### src/hdl/lgre_pkg.sv
package lgre_pkg;

   localparam int DataBits    = 64;
   localparam int RowNumBits  = 12;
   localparam int WidthBits   = 7;
   localparam int RspDataBits = 80;

   localparam logic [WidthBits-1:0] WidthReset = 7'd45;

   // B3/S23: a cell is born with three live neighbors and survives with two or three.
   localparam logic [3:0] BirthCount   = 4'd3;
   localparam logic [3:0] SurviveCount = 4'd2;

   typedef struct packed {
      logic load;     // an input row is transferred this cycle
      logic first;    // that row opens a new grid
      logic clear;    // the bottom row's own result leaves; the grid ends
      logic use_row;  // the row below the middle row is the input row, not dead
   } cell_ctl_type;

endpackage

### src/hdl/life_generation_row_engine.sv
// Results: a row's next generation appears on rsp in the cycle after the transfer of the row
// below it; the bottom row's own result follows from the flush state once rsp can take it.
// Throughput: one row per cycle while rsp is not stalled, set by the single column-cell
// window; a row marked tlast holds req_tready low while its second result is produced.
// Reset: synchronous, active high; clears the cells, the row counter and the output
// valid flag, and sets grid_width to 45.
module life_generation_row_engine #(
   parameter int MAX_COLUMNS = 64,
   parameter int MAX_ROWS    = 4096
) (
   input  logic                              clock,
   input  logic                              reset,
   input  logic                              req_tvalid,
   output logic                              req_tready,
   input  logic [lgre_pkg::DataBits-1:0]     req_tdata,  // row_cells
   input  logic                              req_tlast,  // final_row_in
   output logic                              rsp_tvalid,
   input  logic                              rsp_tready,
   output logic [lgre_pkg::RspDataBits-1:0]  rsp_tdata,  // next_row_cells, row_number
   output logic                              rsp_tuser,  // grid_done
   output logic                              rsp_tlast,  // last
   input  logic                              csr_wr_en,
   input  logic [lgre_pkg::WidthBits-1:0]    csr_wr_data // grid_width
);

   localparam int RowBits = (MAX_ROWS > 1) ? $clog2(MAX_ROWS) : 1;
   localparam logic [RowBits-1:0] RowLast = RowBits'(MAX_ROWS - 1);

   logic [lgre_pkg::WidthBits-1:0]   grid_width_ff, grid_width_in;
   logic                             in_grid_ff, in_grid_in;
   logic                             flush_ff, flush_in;
   logic [RowBits-1:0]               row_idx_ff, row_idx_in;
   logic                             rsp_valid_ff, rsp_valid_in;
   logic [lgre_pkg::DataBits-1:0]    rsp_cells_ff, rsp_cells_in;
   logic [lgre_pkg::RowNumBits-1:0]  rsp_row_ff, rsp_row_in;
   logic                             rsp_done_ff, rsp_done_in;
   logic                             rsp_last_ff, rsp_last_in;

   logic                    can_load, accept, fire_flush, emit;
   lgre_pkg::cell_ctl_type  ctl;
   logic [MAX_COLUMNS-1:0]  col_en, row_m, above_v, middle_v, next_v;
   logic [MAX_COLUMNS+1:0]  row_pad, above_pad, middle_pad;

   assign can_load   = !rsp_valid_ff || rsp_tready;
   assign req_tready = can_load && !flush_ff;
   assign accept     = req_tvalid && req_tready;
   assign fire_flush = flush_ff && can_load;
   assign emit       = (accept && in_grid_ff) || fire_flush;

   always_comb begin
      ctl.load    = accept;
      ctl.first   = !in_grid_ff;
      ctl.clear   = fire_flush;
      ctl.use_row = !flush_ff;
   end

   // Stored rows are masked again so that a narrowed width hides columns kept from before.
   assign row_m      = req_tdata[MAX_COLUMNS-1:0] & col_en;
   assign row_pad    = {1'b0, row_m, 1'b0};
   assign above_pad  = {1'b0, above_v & col_en, 1'b0};
   assign middle_pad = {1'b0, middle_v & col_en, 1'b0};

   for (genvar i = 0; i < MAX_COLUMNS; i++) begin : g_col
      assign col_en[i] = (lgre_pkg::WidthBits'(i) < grid_width_ff);

      lgre_cell u_cell (
         .clock      (clock),
         .reset      (reset),
         .ctl        (ctl),
         .col_en     (col_en[i]),
         .row_bit    (row_m[i]),
         .row_lo     (row_pad[i]),
         .row_hi     (row_pad[i+2]),
         .above_lo   (above_pad[i]),
         .above_hi   (above_pad[i+2]),
         .middle_lo  (middle_pad[i]),
         .middle_hi  (middle_pad[i+2]),
         .above_bit  (above_v[i]),
         .middle_bit (middle_v[i]),
         .next_bit   (next_v[i])
      );
   end

   always_comb begin
      grid_width_in = csr_wr_en ? csr_wr_data : grid_width_ff;
      in_grid_in    = in_grid_ff;
      flush_in      = flush_ff;
      row_idx_in    = row_idx_ff;
      if (fire_flush) begin
         in_grid_in = 1'b0;
         flush_in   = 1'b0;
         row_idx_in = '0;
      end else if (accept) begin
         in_grid_in = 1'b1;
         flush_in   = req_tlast;
         if (!in_grid_ff) begin
            row_idx_in = '0;
         end else begin
            row_idx_in = (row_idx_ff == RowLast) ? '0 : row_idx_ff + 1'b1;
         end
      end
   end

   // The row index names the middle row, which is the row every result describes.
   always_comb begin
      rsp_valid_in = rsp_valid_ff && !rsp_tready;
      rsp_cells_in = rsp_cells_ff;
      rsp_row_in   = rsp_row_ff;
      rsp_done_in  = rsp_done_ff;
      rsp_last_in  = rsp_last_ff;
      if (emit) begin
         rsp_valid_in = 1'b1;
         rsp_cells_in = lgre_pkg::DataBits'(next_v);
         rsp_row_in   = lgre_pkg::RowNumBits'(row_idx_ff);
         rsp_done_in  = fire_flush;
         rsp_last_in  = fire_flush || !req_tlast;
      end
   end

   always_ff @(posedge clock) begin
      if (reset) begin
         grid_width_ff <= lgre_pkg::WidthReset;
         in_grid_ff    <= 1'b0;
         flush_ff      <= 1'b0;
         row_idx_ff    <= '0;
         rsp_valid_ff  <= 1'b0;
      end else begin
         grid_width_ff <= grid_width_in;
         in_grid_ff    <= in_grid_in;
         flush_ff      <= flush_in;
         row_idx_ff    <= row_idx_in;
         rsp_valid_ff  <= rsp_valid_in;
      end
   end

   always_ff @(posedge clock) begin
      rsp_cells_ff <= rsp_cells_in;
      rsp_row_ff   <= rsp_row_in;
      rsp_done_ff  <= rsp_done_in;
      rsp_last_ff  <= rsp_last_in;
   end

   assign rsp_tvalid = rsp_valid_ff;
   assign rsp_tdata  = {4'b0000, rsp_row_ff, rsp_cells_ff};
   assign rsp_tuser  = rsp_done_ff;
   assign rsp_tlast  = rsp_last_ff;

endmodule

### src/hdl/lgre_cell.sv
module lgre_cell (
   input  logic                  clock,
   input  logic                  reset,
   input  lgre_pkg::cell_ctl_type ctl,
   input  logic                  col_en,
   input  logic                  row_bit,
   input  logic                  row_lo,
   input  logic                  row_hi,
   input  logic                  above_lo,
   input  logic                  above_hi,
   input  logic                  middle_lo,
   input  logic                  middle_hi,
   output logic                  above_bit,
   output logic                  middle_bit,
   output logic                  next_bit
);

   logic       above_ff, above_in;
   logic       middle_ff, middle_in;
   logic [2:0] below;
   logic [3:0] count;

   always_comb begin
      above_in  = above_ff;
      middle_in = middle_ff;
      if (ctl.clear) begin
         above_in  = 1'b0;
         middle_in = 1'b0;
      end else if (ctl.load) begin
         above_in  = ctl.first ? 1'b0 : middle_ff;
         middle_in = row_bit;
      end
   end

   always_ff @(posedge clock) begin
      if (reset) begin
         above_ff  <= 1'b0;
         middle_ff <= 1'b0;
      end else begin
         above_ff  <= above_in;
         middle_ff <= middle_in;
      end
   end

   always_comb begin
      below = ctl.use_row ? {row_hi, row_bit, row_lo} : 3'b000;
      count = 4'(above_lo) + 4'(above_ff) + 4'(above_hi)
            + 4'(middle_lo) + 4'(middle_hi)
            + 4'(below[0]) + 4'(below[1]) + 4'(below[2]);
      next_bit = col_en && ((count == lgre_pkg::BirthCount)
                 || (count == lgre_pkg::SurviveCount && middle_ff));
   end

   assign above_bit  = above_ff;
   assign middle_bit = middle_ff;

endmodule
### config.mk
export PLATFORM = sky130hd
export DESIGN_NAME = life_generation_row_engine
export DESIGN_NICKNAME = d
export VERILOG_FILES = /design/src/hdl/lgre_pkg.sv /design/src/hdl/life_generation_row_engine.sv /design/src/hdl/lgre_cell.sv
export SDC_FILE = /design/constraint.sdc
export NUM_CORES = 1
export LEC_CHECK = 0
export BUFFER_PORTS_ARGS = -buffer_cell sky130_fd_sc_hd__buf_2
export CAP_MARGIN = 10
export CORE_ASPECT_RATIO = 0.9
export CORE_UTILIZATION = 31
export CTS_BUF_LIST = sky130_fd_sc_hd__clkbuf_16
export CTS_CLUSTER_SIZE = 16
export DETAILED_ROUTE_END_ITERATION = 8
export GPL_TIMING_DRIVEN = 0
export PLACE_DENSITY = 0.53
export RECOVER_POWER = 50
export SYNTH_ARGS = -nofsm -noshare
export SYNTH_HDL_FRONTEND = slang
export SYNTH_SLANG_ARGS = --single-unit
### constraint.sdc
create_clock -name clock -period 10.8 [get_ports clock]
set_clock_uncertainty 0.2 [all_clocks]
set_input_delay 2.16 -clock clock [delete_from_list [all_inputs] [get_ports clock]]
set_output_delay 2.16 -clock clock [all_outputs]
set_load 0.02 [all_outputs]
==> out/summary.txt, run 1 <==
Outcome: complete, but fails checks
Violated checks: max-capacitance violations, max-slew violations
Routed WL: 63400 µm
Clk_lat worst skew: 620 ps
Multiplexer area fraction after synthesis: 0.0180
Crit. Startpoint: grid_width_ff[2]
VDD IR max: 0.116 mV
Routed WL per cell: 17.3 µm
Most common cell after layout, fill and taps aside: inv_1
Post-synth EDFFs: 78
Leak pwr: 11.5 nW
Crit path cell chain: buf_2 -> buf_4 -> nand2_1 -> o21bai_1 -> nand2_1 -> or2_2 -> fa_1 -> inv_1 -> fa_1 -> inv_1 -> fa_1 -> fa_1 -> nor3_1 -> mux2i_1 -> a2111oi_0
Via count: 16900
TritonCTS buffer count: 30
Post-synthesis compound-gate area fraction: 0.0829
DR iter-0 viols: 1072
Main combinational cell family by area after synthesis: adder cells
Vias/cell: 4.62
CP Max Fanout: 10
Final worst-path cycle share: 0.548
Share of cells above drive strength 1: 0.0905
RSZ-0062 raised after global routing: false
Netlist cell types: 50
Initial antenna violation count: 11
Vias in the first global route: 17000
Fillers: 7285
Area post-placement: 23500 µm²
Ys async rst share: 0
Grt ovf: 0
Synth Area per Inst: 8.54 µm²
Die width: 280 µm
CTS tree: built
Die height: 252 µm
Final Hold Viols: 0
Setup bufs post-CTS: 0
CP Class: reg2reg
IO Count: 161
Critical Path Slowest Stage Cell: a2111oi_0
CP endpoint kind: register
Largest delay share family, worst path: adder cells
Most frequent cells in the layout: inv_1, nand2_1, fa_1
Post-route setup TNS: 0 ps
Largest net degree at the start of global routing: 46
Maximum clock path buffer count: 3
Hold buffer count at CTS: 0
Final min period: 5920 ps
# rows: 91
Placer Congestion: 0.893
Mapped Cells: 2515
First-pass GRT wire length: 100000 µm
Number of I/O port buffers: 155
CP bufs+invs: 4
Clk sink count: 228
Worst slew pin tran: 2550 ps
Fmax: 169 MHz
Synth Area in XOR/XNOR: 0.000408
ANT nets after route: 0
WP data required: 10820 ps
Total power draw: 2.87 mW
Worst path max stage delay: 980 ps
H-Tree Depth: 1
Mapped Area: 21500 µm²
Synth Area in Simple Gates: 0.188
Slew Limit Fails: 81
Top_reg_cell synth: dfxtp_1
Slew HR: -0.699
P per Cell Area: 118 nW/µm²
Hold crit path type: reg2reg
Core box area: 68500 µm²
Startpoint types: register
1st-pass router iterations: 6
Layout Nets: 3227
Clock-pin slew on the worst setup and hold paths: 70 ps
Final HPWL DP: 51600 µm
Clock root buffer: clkbuf_16
Total GRT Usage: 0.184
Final setup violation count: 0
Maxcap violations: 2
Final instance area: 24400 µm²
Hold_sp: g_col[22].u_cell.middle_bit
Post-synthesis sequential area ratio: 0.249
Crit path DAT: 5940 ps
Critical register-to-register path startpoint: grid_width_ff[2]
Warnings, synthesis: 0
Post-synthesis adder-cell area fraction: 0.346
Final hold slack: 273 ps
Most used cell along the critical path: fa_1
#FFs+latches synth: 228
Total die area: 70400 µm²
Starting density of the core: 0.314
Area Growth Syn to Fin: 13.5%
Residual DRC: 0
Post-cts gate resize count: 0
Final Util: 0.356
==> area by class of cell <==
class	instances	area [µm²]	area share
multi-input combinational	1643	13700	0.560
sequential	228	5350	0.219
inverter	554	2080	0.0852
tap	930	1160	0.0477
clock buffer	35	876	0.0359
timing repair buffer	157	683	0.0280
buffer	93	404	0.0166
clock inverter	20	181	0.00744
antenna	2	5.00	0.000205
==> worst register-to-register path, cell delays in order, from the launching register on <==
cell and delay [ps]:
dfxtp_1 390, buf_2 210, buf_4 240, nand2_1 290, o21bai_1 550, nand2_1 90
or2_2 330, fa_1 540, inv_1 50, fa_1 530, inv_1 50, fa_1 410
fa_1 390, nor3_1 180, mux2i_1 100, a2111oi_0 980
==> cells by family (layout without fill, tap and decap cells) <==
group	after synthesis	count (layout)
buffers and inverters	647	859
adders and majority gates	443	443
xor gates and xnor gates	1	1
DFF	228	228
and+or+nand+nor	852	852
other	1	6
muxes	36	36
AOI/OAI and AO/OA	307	307
==> sequential cells by signal, summed over array words and instances (netlist names) <==
signal / flops
g_col.u_cell.middle_bit: 64
row_idx_ff: 12
g_col.u_cell.above_bit: 64
in_grid_ff: 1
grid_width_ff: 7
rsp_row_ff: 12
rsp_cells_ff: 64
rsp_tvalid: 1
flush_ff: 1
rsp_tlast: 1
rsp_tuser: 1
==> layer usage <==
layer / share of wire / GRT usage / vias to the layer above / wire, µm
met3: 0.055 / 0.0268 / 72 / 3480
li1: - / - / 8349 / -
met4: 0.017 / 0.0339 / 8 / 1080
met5: 0.00090 / 0 / - / 57
met2: 0.44 / 0.292 / 399 / 28100
met1: 0.48 / 0.266 / 8093 / 30700
==> stage by stage <==
step | cells | setup slack [ps]
after CTS | 3660 | 4890
after floorplan | 2518 | 5330
after global placement | 3603 | 4310
after detailed placement | 3605 | 4370
final | 3662 | 4880
after global routing | 3661 | 4350
==> cell usage after synthesis (2+ instances only) <==
cell type | number | area (µm²)
mux2_2 | 22 | 248
nand4_1 | 3 | 18.8
nor2b_1 | 68 | 425
o21ai_0 | 37 | 185
nor2_1 | 101 | 379
a211oi_1 | 6 | 45.0
a31oi_1 | 15 | 93.8
a211o_1 | 4 | 35.0
or3_1 | 4 | 25.0
buf_1 | 11 | 41.3
ha_1 | 191 | 2390
nand3b_1 | 2 | 15.0
nand3_1 | 136 | 681
edfxtp_1 | 78 | 2340
or2_2 | 65 | 407
mux2i_1 | 14 | 140
o21ai_1 | 2 | 10.0
o21bai_1 | 3 | 22.5
a21oi_1 | 183 | 916
nor3_1 | 45 | 225
a21o_1 | 20 | 150
clkbuf_1 | 46 | 173
nor4b_1 | 7 | 61.3
fa_1 | 252 | 5040
a2111oi_0 | 29 | 254
buf_2 | 30 | 150
and2_1 | 18 | 113
o21a_1 | 2 | 15.0
buf_4 | 6 | 45.0
or4_1 | 2 | 15.0
dfxtp_1 | 150 | 3000
nand2b_1 | 17 | 106
a22o_1 | 2 | 17.5
nand2_1 | 344 | 1290
nor4_1 | 11 | 68.8
and3_1 | 23 | 144
inv_1 | 553 | 2080
==> path summary, 6_finish.rpt <==
check        depth (start not counted)  slack [ps]                           to
max                                 15        4880             rsp_cells_ff[60]
min reg2reg                          2         270  g_col[22].u_cell.middle_bit
min                                  2         270  g_col[22].u_cell.middle_bit
max reg2reg                         15        4880             rsp_cells_ff[60]
==> where the power goes <==
group	internal, mW	switching (mW)	total, mW
Combinational	0.269	0.536	0.805
Clock	0.629	0.447	1.08
Sequential	0.961	0.0297	0.991
Power figures use the tool's default switching activity.
==> inputs of run 2 (changes only) <==
--- a/config.mk
+++ b/config.mk
@@ -5,6 +5,7 @@
 export SDC_FILE = /design/constraint.sdc
 export NUM_CORES = 1
 export LEC_CHECK = 0
+export ABC_AREA = 1
 export BUFFER_PORTS_ARGS = -buffer_cell sky130_fd_sc_hd__buf_2
 export CAP_MARGIN = 10
 export CORE_ASPECT_RATIO = 0.9
@@ -13,7 +14,7 @@
 export CTS_CLUSTER_SIZE = 16
 export DETAILED_ROUTE_END_ITERATION = 8
 export GPL_TIMING_DRIVEN = 0
-export PLACE_DENSITY = 0.53
+export PLACE_DENSITY = 0.54
 export RECOVER_POWER = 50
 export SYNTH_ARGS = -nofsm -noshare
 export SYNTH_HDL_FRONTEND = slang
==> constraint.sdc (replaced) <==
create_clock -name clock -period 5.1 [get_ports clock]
set_clock_uncertainty 0.2 [all_clocks]
set_input_delay 1.02 -clock clock [delete_from_list [all_inputs] [get_ports clock]]
set_output_delay 1.02 -clock clock [all_outputs]
set_load 0.02 [all_outputs]
==> out/summary.txt, run 2 <==
Outcome: complete, no violations
Maximum clock path buffer count: 3 (unchanged)
Post-synth EDFFs: 78 (unchanged)
Top-count cell post-synth: inv_1
DP Worst Slack: -453 ps (-4820 ps)
Fillers: 7169 (-1.6%)
Psw: 2.46 mW (+140%)
Most common cell after layout, fill and taps aside: inv_1
Total power draw: 6.67 mW (+130%)
First-pass GRT wire length: 94200 µm (-5.9%)
Clock-pin slew on the worst setup and hold paths: 70 ps (about the same)
Area post-placement: 23200 µm² (-1.1%)
CP Max Fanout: 10 (unchanged)
Total die area: 69800 µm² (-0.84%)
Share of cells above drive strength 1: 0.0708 (-0.0196)
Area Growth Syn to Fin: 14.0%
Flop pwr share: 0.326 (-0.019)
Most frequent cells after synthesis: inv_1, nand2_1, nor2_1, fa_1, ha_1
WP data required: 5240 ps (-5580 ps)
Worst slew pin tran: 981 ps (-1570 ps)
Leak pwr: 11.4 nW (-0.67%)
Hold crit path type: reg2reg
Reg-to-reg endpoint: rsp_cells_ff[28]
Final Hold Viols: 0 (unchanged)
Core box area: 67500 µm² (-1.6%)
Hold_sp: g_col[48].u_cell.middle_bit
IO Count: 161 (unchanged)
Largest net degree at the start of global routing: 43 (-6.5%)
ANT nets after route: 0 (unchanged)
Placer Congestion: 0.868 (-2.8%)
Slew HR: 0.346 (+1.05)
Int Pwr: 4.21 mW (+130%)
Reg2Reg Depth: 14 (-1)
Vias in the first global route: 16800 (-1.6%)
CP endpoint kind: register
# rows: 90 (-1.1%)
Post-synthesis adder-cell area fraction: 0.349 (+0.00295)
Main combinational cell family by area after synthesis: adder cells
1st-pass router iterations: 5 (-1)
Worst hold path depth: 2 (unchanged)
Fin worst setup slack: 112 ps (-4760 ps)
Hold buffer count at CTS: 0 (unchanged)
Dpl cells: 3705 (+2.8%)
RSZ-0062 raised after global routing: true
Post-synthesis sequential area ratio: 0.251 (+0.00212)
Number of I/O port buffers: 155 (unchanged)
Most frequent cells in the layout: inv_1, nand2_1, nor2_1
Initial antenna violation count: 5 (-6)
TritonCTS buffer count: 31 (+3.3%)
Top_reg_cell synth: dfxtp_1
VDD IR max: 0.259 mV (+120%)
Maxcap violations: 0 (-2)
Slew Limit Fails: 0 (-100%)
Final instance area: 24300 µm² (-0.47%)
Clk_lat worst skew: 600 ps (-20 ps)
Switching share of power: 0.369 (+0.0164)
Hold endpoint: g_col[48].u_cell.above_bit
Non-Filler Instances: 3769 (+2.9%)
Worst path max stage delay: 570 ps (-410 ps)
Critical Path Slowest Stage Cell: o21ai_0
Final HPWL DP: 48600 µm (-5.8%)
Netlist cell types: 43 (-14%)
Ys async rst share: 0 (unchanged)
Vias/cell: 4.47 (-3.2%)
DR iter-0 viols: 964 (-10%)
Layout Nets: 3389 (+5.0%)
Crit path DAT: 5130 ps (-810 ps)
Residual DRC: 0 (unchanged)
Synth Area per Inst: 7.97 µm² (-6.7%)
Routed WL per cell: 15.9 µm (-8.1%)
Final min period: 4990 ps (-935 ps)
Logic gate share of total power: 0.326 (+0.046)
Final worst-path cycle share: 0.978 (+0.430)
Multiplexer area fraction after synthesis: 0 (-0.0180)
Synth Area in XOR/XNOR: 0.00575 (+0.00535)
Warnings, synthesis: 0 (unchanged)
Final Util: 0.360 (+0.00405)
Final setup violation count: 0 (unchanged)
Clk sink count: 228 (unchanged)
Startpoint types: register
Grt ovf: 0 (unchanged)
Area share of the largest cell type after synthesis: 0.237 (+0.00200)
Top post-synthesis cells by area: fa_1, dfxtp_1, inv_1
Power share of the clock group: 0.348 (-0.027)
R2R setup slack: 110 ps (-4760 ps)
Crit path cell chain: buf_2 -> inv_1 -> o21ai_0 -> nand2_1 -> nor2_1 -> inv_1 -> fa_1 -> inv_1 -> fa_1 -> inv_1 -> fa_1 -> fa_1 -> a31o_2 -> and3_1
Final hold slack: 277 ps (+3.15 ps)
Die width: 278 µm (-0.42%)
Routed WL: 60000 µm (-5.4%)
Synth Area in Simple Gates: 0.138 (-0.0501)
Post-route setup TNS: 0 ps (unchanged)
Clock root buffer: clkbuf_16
CP Class: reg2reg
Die height: 251 µm (-0.42%)
Starting density of the core: 0.316 (+0.00238)
Critical register-to-register path startpoint: grid_width_ff[2]
Via count: 16900 (-0.42%)
Post-synthesis compound-gate area fraction: 0.102 (+0.0196)
Mapped Area: 21300 µm² (-0.84%)
#FFs+latches synth: 228 (unchanged)
P per Cell Area: 275 nW/µm² (+130%)
H-Tree Depth: 1 (unchanged)
Mapped Cells: 2672 (+6.2%)
Fmax: 200 MHz (+19%)
CTS tree: built
Total GRT Usage: 0.174 (-0.00946)
Synth area leader: fa_1
==> run 2: cell types whose count changed after synthesis, sizes merged, moves of 65 or more <==
cell	before	now
nor2b	68	0
o21ai	39	124
nor2	101	286
inv	554	788
or2	66	1
nand3	136	43
==> run 2: power by group through the flow <==
| stage | sequential (mW) | combinational [mW] | clock [mW] |
|---|---|---|---|
| 6_report | 2.17 | 2.18 | 2.32 |
| 5_1_grt | 2.19 | 2.53 | 2.44 |
| 4_1_cts | 2.17 | 2.23 | 2.38 |
| 3_5_place_dp | 2.21 | 2.22 | 0 |
| 3_3_place_gp | 2.22 | 2.18 | 0 |
| 2_1_floorplan | 2.30 | 1.44 | 0 |
==> run 2: logic make-up after synthesis <==
kind of cell | after synthesis
AOI/OAI and AO/OA | 388
xor gates and xnor gates | 14
adders and majority gates | 443
buffers and inverters | 853
DFF | 228
other | 1
and+or+nand+nor | 745
==> run 2: layer usage <==
metal / share of wire / up-vias / routed length, µm / track usage
met2: 0.44 / 382 / 26100 / 0.276
met1: 0.48 / 7885 / 28800 / 0.248
met4: 0.026 / 8 / 1530 / 0.0447
li1: - / 8496 / - / -
met5: 0.00088 / - / 53 / 0
met3: 0.059 / 79 / 3540 / 0.0255
==> run 2: what timing repair did <==
action	in CTS	in global routing
endpoints found under the setup margin	11	19
pin swaps	0	2
setup buffers	0	5
resized for setup	7	14
cloned	0	0
==> run 2: area by class of cell <==
class / count / area (µm²) / share of cell area
Clock buffer: 33 / 826 / 0.0340
Multi-Input combinational cell: 1594 / 12800 / 0.526
Clock inverter: 25 / 241 / 0.00994
Inverter: 788 / 2960 / 0.122
Tap cell: 874 / 1090 / 0.0450
Buffer: 65 / 297 / 0.0122
Antenna cell: 1 / 2.50 / 0.000103
Sequential cell: 228 / 5350 / 0.220
Timing Repair Buffer: 161 / 741 / 0.0305
==> run 2: worst max path at each step <==
stage | startpoint | endpoint | slack [ps]
after floorplan | grid_width_ff[2] | rsp_cells_ff[41] | 950
after global placement | rsp_tready | rsp_cells_ff[35] | -870
after detailed placement | grid_width_ff[2] | rsp_cells_ff[19] | -450
after CTS | grid_width_ff[2] | rsp_cells_ff[19] | -30
after global routing | grid_width_ff[4] | rsp_cells_ff[21] | -40
final | grid_width_ff[2] | rsp_cells_ff[28] | 110
==> run 2: critical path, delay by kind of cell (launching register included) <==
kind | cells | cell delay (ps)
adders and majority gates | 4 | 1880
buffers and inverters | 5 | 880
AOI/OAI and AO/OA | 2 | 800
and+or+nand+nor | 3 | 670
DFF | 1 | 300
==> inputs of run 3 (changes only) <==
--- a/config.mk
+++ b/config.mk
@@ -14,7 +14,7 @@
 export CTS_CLUSTER_SIZE = 16
 export DETAILED_ROUTE_END_ITERATION = 8
 export GPL_TIMING_DRIVEN = 0
-export PLACE_DENSITY = 0.54
+export PLACE_DENSITY = 0.53
 export RECOVER_POWER = 50
 export SYNTH_ARGS = -nofsm -noshare
 export SYNTH_HDL_FRONTEND = slang
==> constraint.sdc (replaced) <==
create_clock -name clock -period 4.8 [get_ports clock]
set_clock_uncertainty 0.2 [all_clocks]
set_input_delay 0.96 -clock clock [delete_from_list [all_inputs] [get_ports clock]]
set_output_delay 0.96 -clock clock [all_outputs]
set_load 0.02 [all_outputs]
==> out/summary.txt, run 3 (same netlist as run 2, synthesis figures left out) <==
VDD IR max: 0.248 mV (-4.1%)
IO Count: 161 (unchanged)
Total die area: 69800 µm² (unchanged)
Die height: 251 µm (unchanged)
Vias/cell: 4.48 (+0.23%)
Number of I/O port buffers: 155 (unchanged)
CP Class: reg2reg
Most used cell along the critical path: fa_1
Grt ovf: 0 (unchanged)
Via count: 16900 (+0.23%)
Clock root buffer: clkbuf_16
Area Growth Syn to Fin: 15.0%
1st-pass router iterations: 7 (+2)
Most frequent cells in the layout: inv_1, nand2_1, nor2_1
Fmax: 211 MHz (+5.2%)
Leak pwr: 11.4 nW (+0.27%)
DR iter-0 viols: 1012 (+5.0%)
Clk sink count: 228 (unchanged)
Share of cells above drive strength 1: 0.0843 (+0.0134)
Worst path max stage delay: 600 ps (+30 ps)
Hold buffer count at CTS: 0 (unchanged)
Worst slew pin tran: 1240 ps (+264 ps)
ANT cells: 0 (-1)
Routed WL per cell: 16.0 µm (+0.56%)
Clk_lat worst skew: 600 ps (about the same)
Layout Nets: 3391 (+0.059%)
Crit path DAT: 4870 ps (-260 ps)
Startpoint types: register
CP endpoint kind: register
Maximum clock path buffer count: 3 (unchanged)
TritonCTS buffer count: 30 (-3.2%)
CP Max Fanout: 10 (unchanged)
P per Cell Area: 290 nW/µm² (+5.7%)
Final min period: 4740 ps (-247 ps)
Vias in the first global route: 17100 (+1.9%)
Clock-pin slew on the worst setup and hold paths: 60 ps (about the same)
Largest net degree at the start of global routing: 46 (+7.0%)
Total GRT Usage: 0.177 (+0.00269)
Most common cell after layout, fill and taps aside: inv_1
DP Worst Slack: -802 ps (-349 ps)
Final Hold Viols: 0 (unchanged)
Core box area: 67500 µm² (unchanged)
First-pass GRT wire length: 96000 µm (+1.9%)
Placer Congestion: 0.857 (-1.2%)
RSZ-0062 raised after global routing: true
Maxcap violations: 0 (unchanged)
H-Tree Depth: 1 (unchanged)
Hold crit path type: reg2reg
WP data required: 4930 ps (-310 ps)
Crit path cell chain: clkbuf_1 -> inv_2 -> clkbuf_2 -> nand3_1 -> fa_1 -> inv_1 -> fa_1 -> fa_1 -> inv_1 -> fa_1 -> nor2_1 -> o21ai_0 -> a211oi_2
Final worst-path cycle share: 0.988 (+0.00966)
Final setup violation count: 0 (unchanged)
Routed WL: 60400 µm (+0.56%)
ANT nets after route: 0 (unchanged)
Critical Path Slowest Stage Cell: fa_1
Fin worst setup slack: 58.6 ps (-52.9 ps)
Die width: 278 µm (unchanged)
Starting density of the core: 0.316 (unchanged)
Residual DRC: 0 (unchanged)
Final Util: 0.363 (+0.00330)
Slew Limit Fails: 0 (unchanged)
Final HPWL DP: 48400 µm (-0.44%)
CTS tree: built
Initial antenna violation count: 7 (+2)
# rows: 90 (unchanged)
Slew HR: 0.170 (-0.176)
Outcome: complete, no violations
run 3: power breakdown:
group          leakage, nW  switching (mW)  internal, mW
sequential            1.97          0.0928          2.22
combinational         8.92            1.53         0.819
clock                0.516           0.989          1.47
total                 11.4            2.61          4.50
run 3: what timing repair did:
item	in CTS	in global routing
endpoints found under the hold margin	0	0
pin swaps	2	2
buffers inserted	3	5
gates resized for setup	25	62
endpoints found under the setup margin	31	39
run 3: worst max-delay path: cells and delay by family (launching register included):
family	cells	cell delay, ps
AOI/OAI and AO/OA	2	550
adders and majority gates	4	1910
buffers and inverters	5	1090
DFF	1	290
and+or+nand+nor	2	410
run 3: per-layer routing:
layer  GRT usage  share of wire  up-vias
li1            -              -     8486
met1       0.249           0.48     8011
met2       0.281           0.44      308
met3      0.0329          0.053       71
met4      0.0396          0.023       12
met5           0         0.0013        -
run 3: path summary, 6_finish.rpt:
path | start | to | slack [ps] | depth (start not counted)
worst min register to register | g_col[48].u_cell.middle_bit | g_col[48].u_cell.above_bit | 270 | 2
worst max-delay path | flush_ff | rsp_cells_ff[59] | 60 | 13
worst min-delay path | g_col[48].u_cell.middle_bit | g_col[48].u_cell.above_bit | 270 | 2
worst max register to register | flush_ff | rsp_cells_ff[59] | 60 | 13
run 3: stage by stage:
stage	cells	hold slack [ps]	TNS, ps	instance area (µm²)	total power, mW
final	3769	275	0	24500	7.12
after CTS	3764	279	-42.6	24400	7.22
after global placement	3704	265	-88790	23200	4.67
after global routing	3769	298	-866	24500	7.66
after floorplan	2675	247	0	21300	3.97
after detailed placement	3705	269	-8310	23200	4.69
run 3: cell type report:
class,count,area [µm²]
Clock buffer,32,801
Tap cell,874,1090
Clock inverter,24,258
Multi-Input combinational cell,1594,13000
Sequential cell,228,5350
Inverter,788,2970
Buffer,65,314
Fill cell,7106,42900
Timing Repair Buffer,164,767
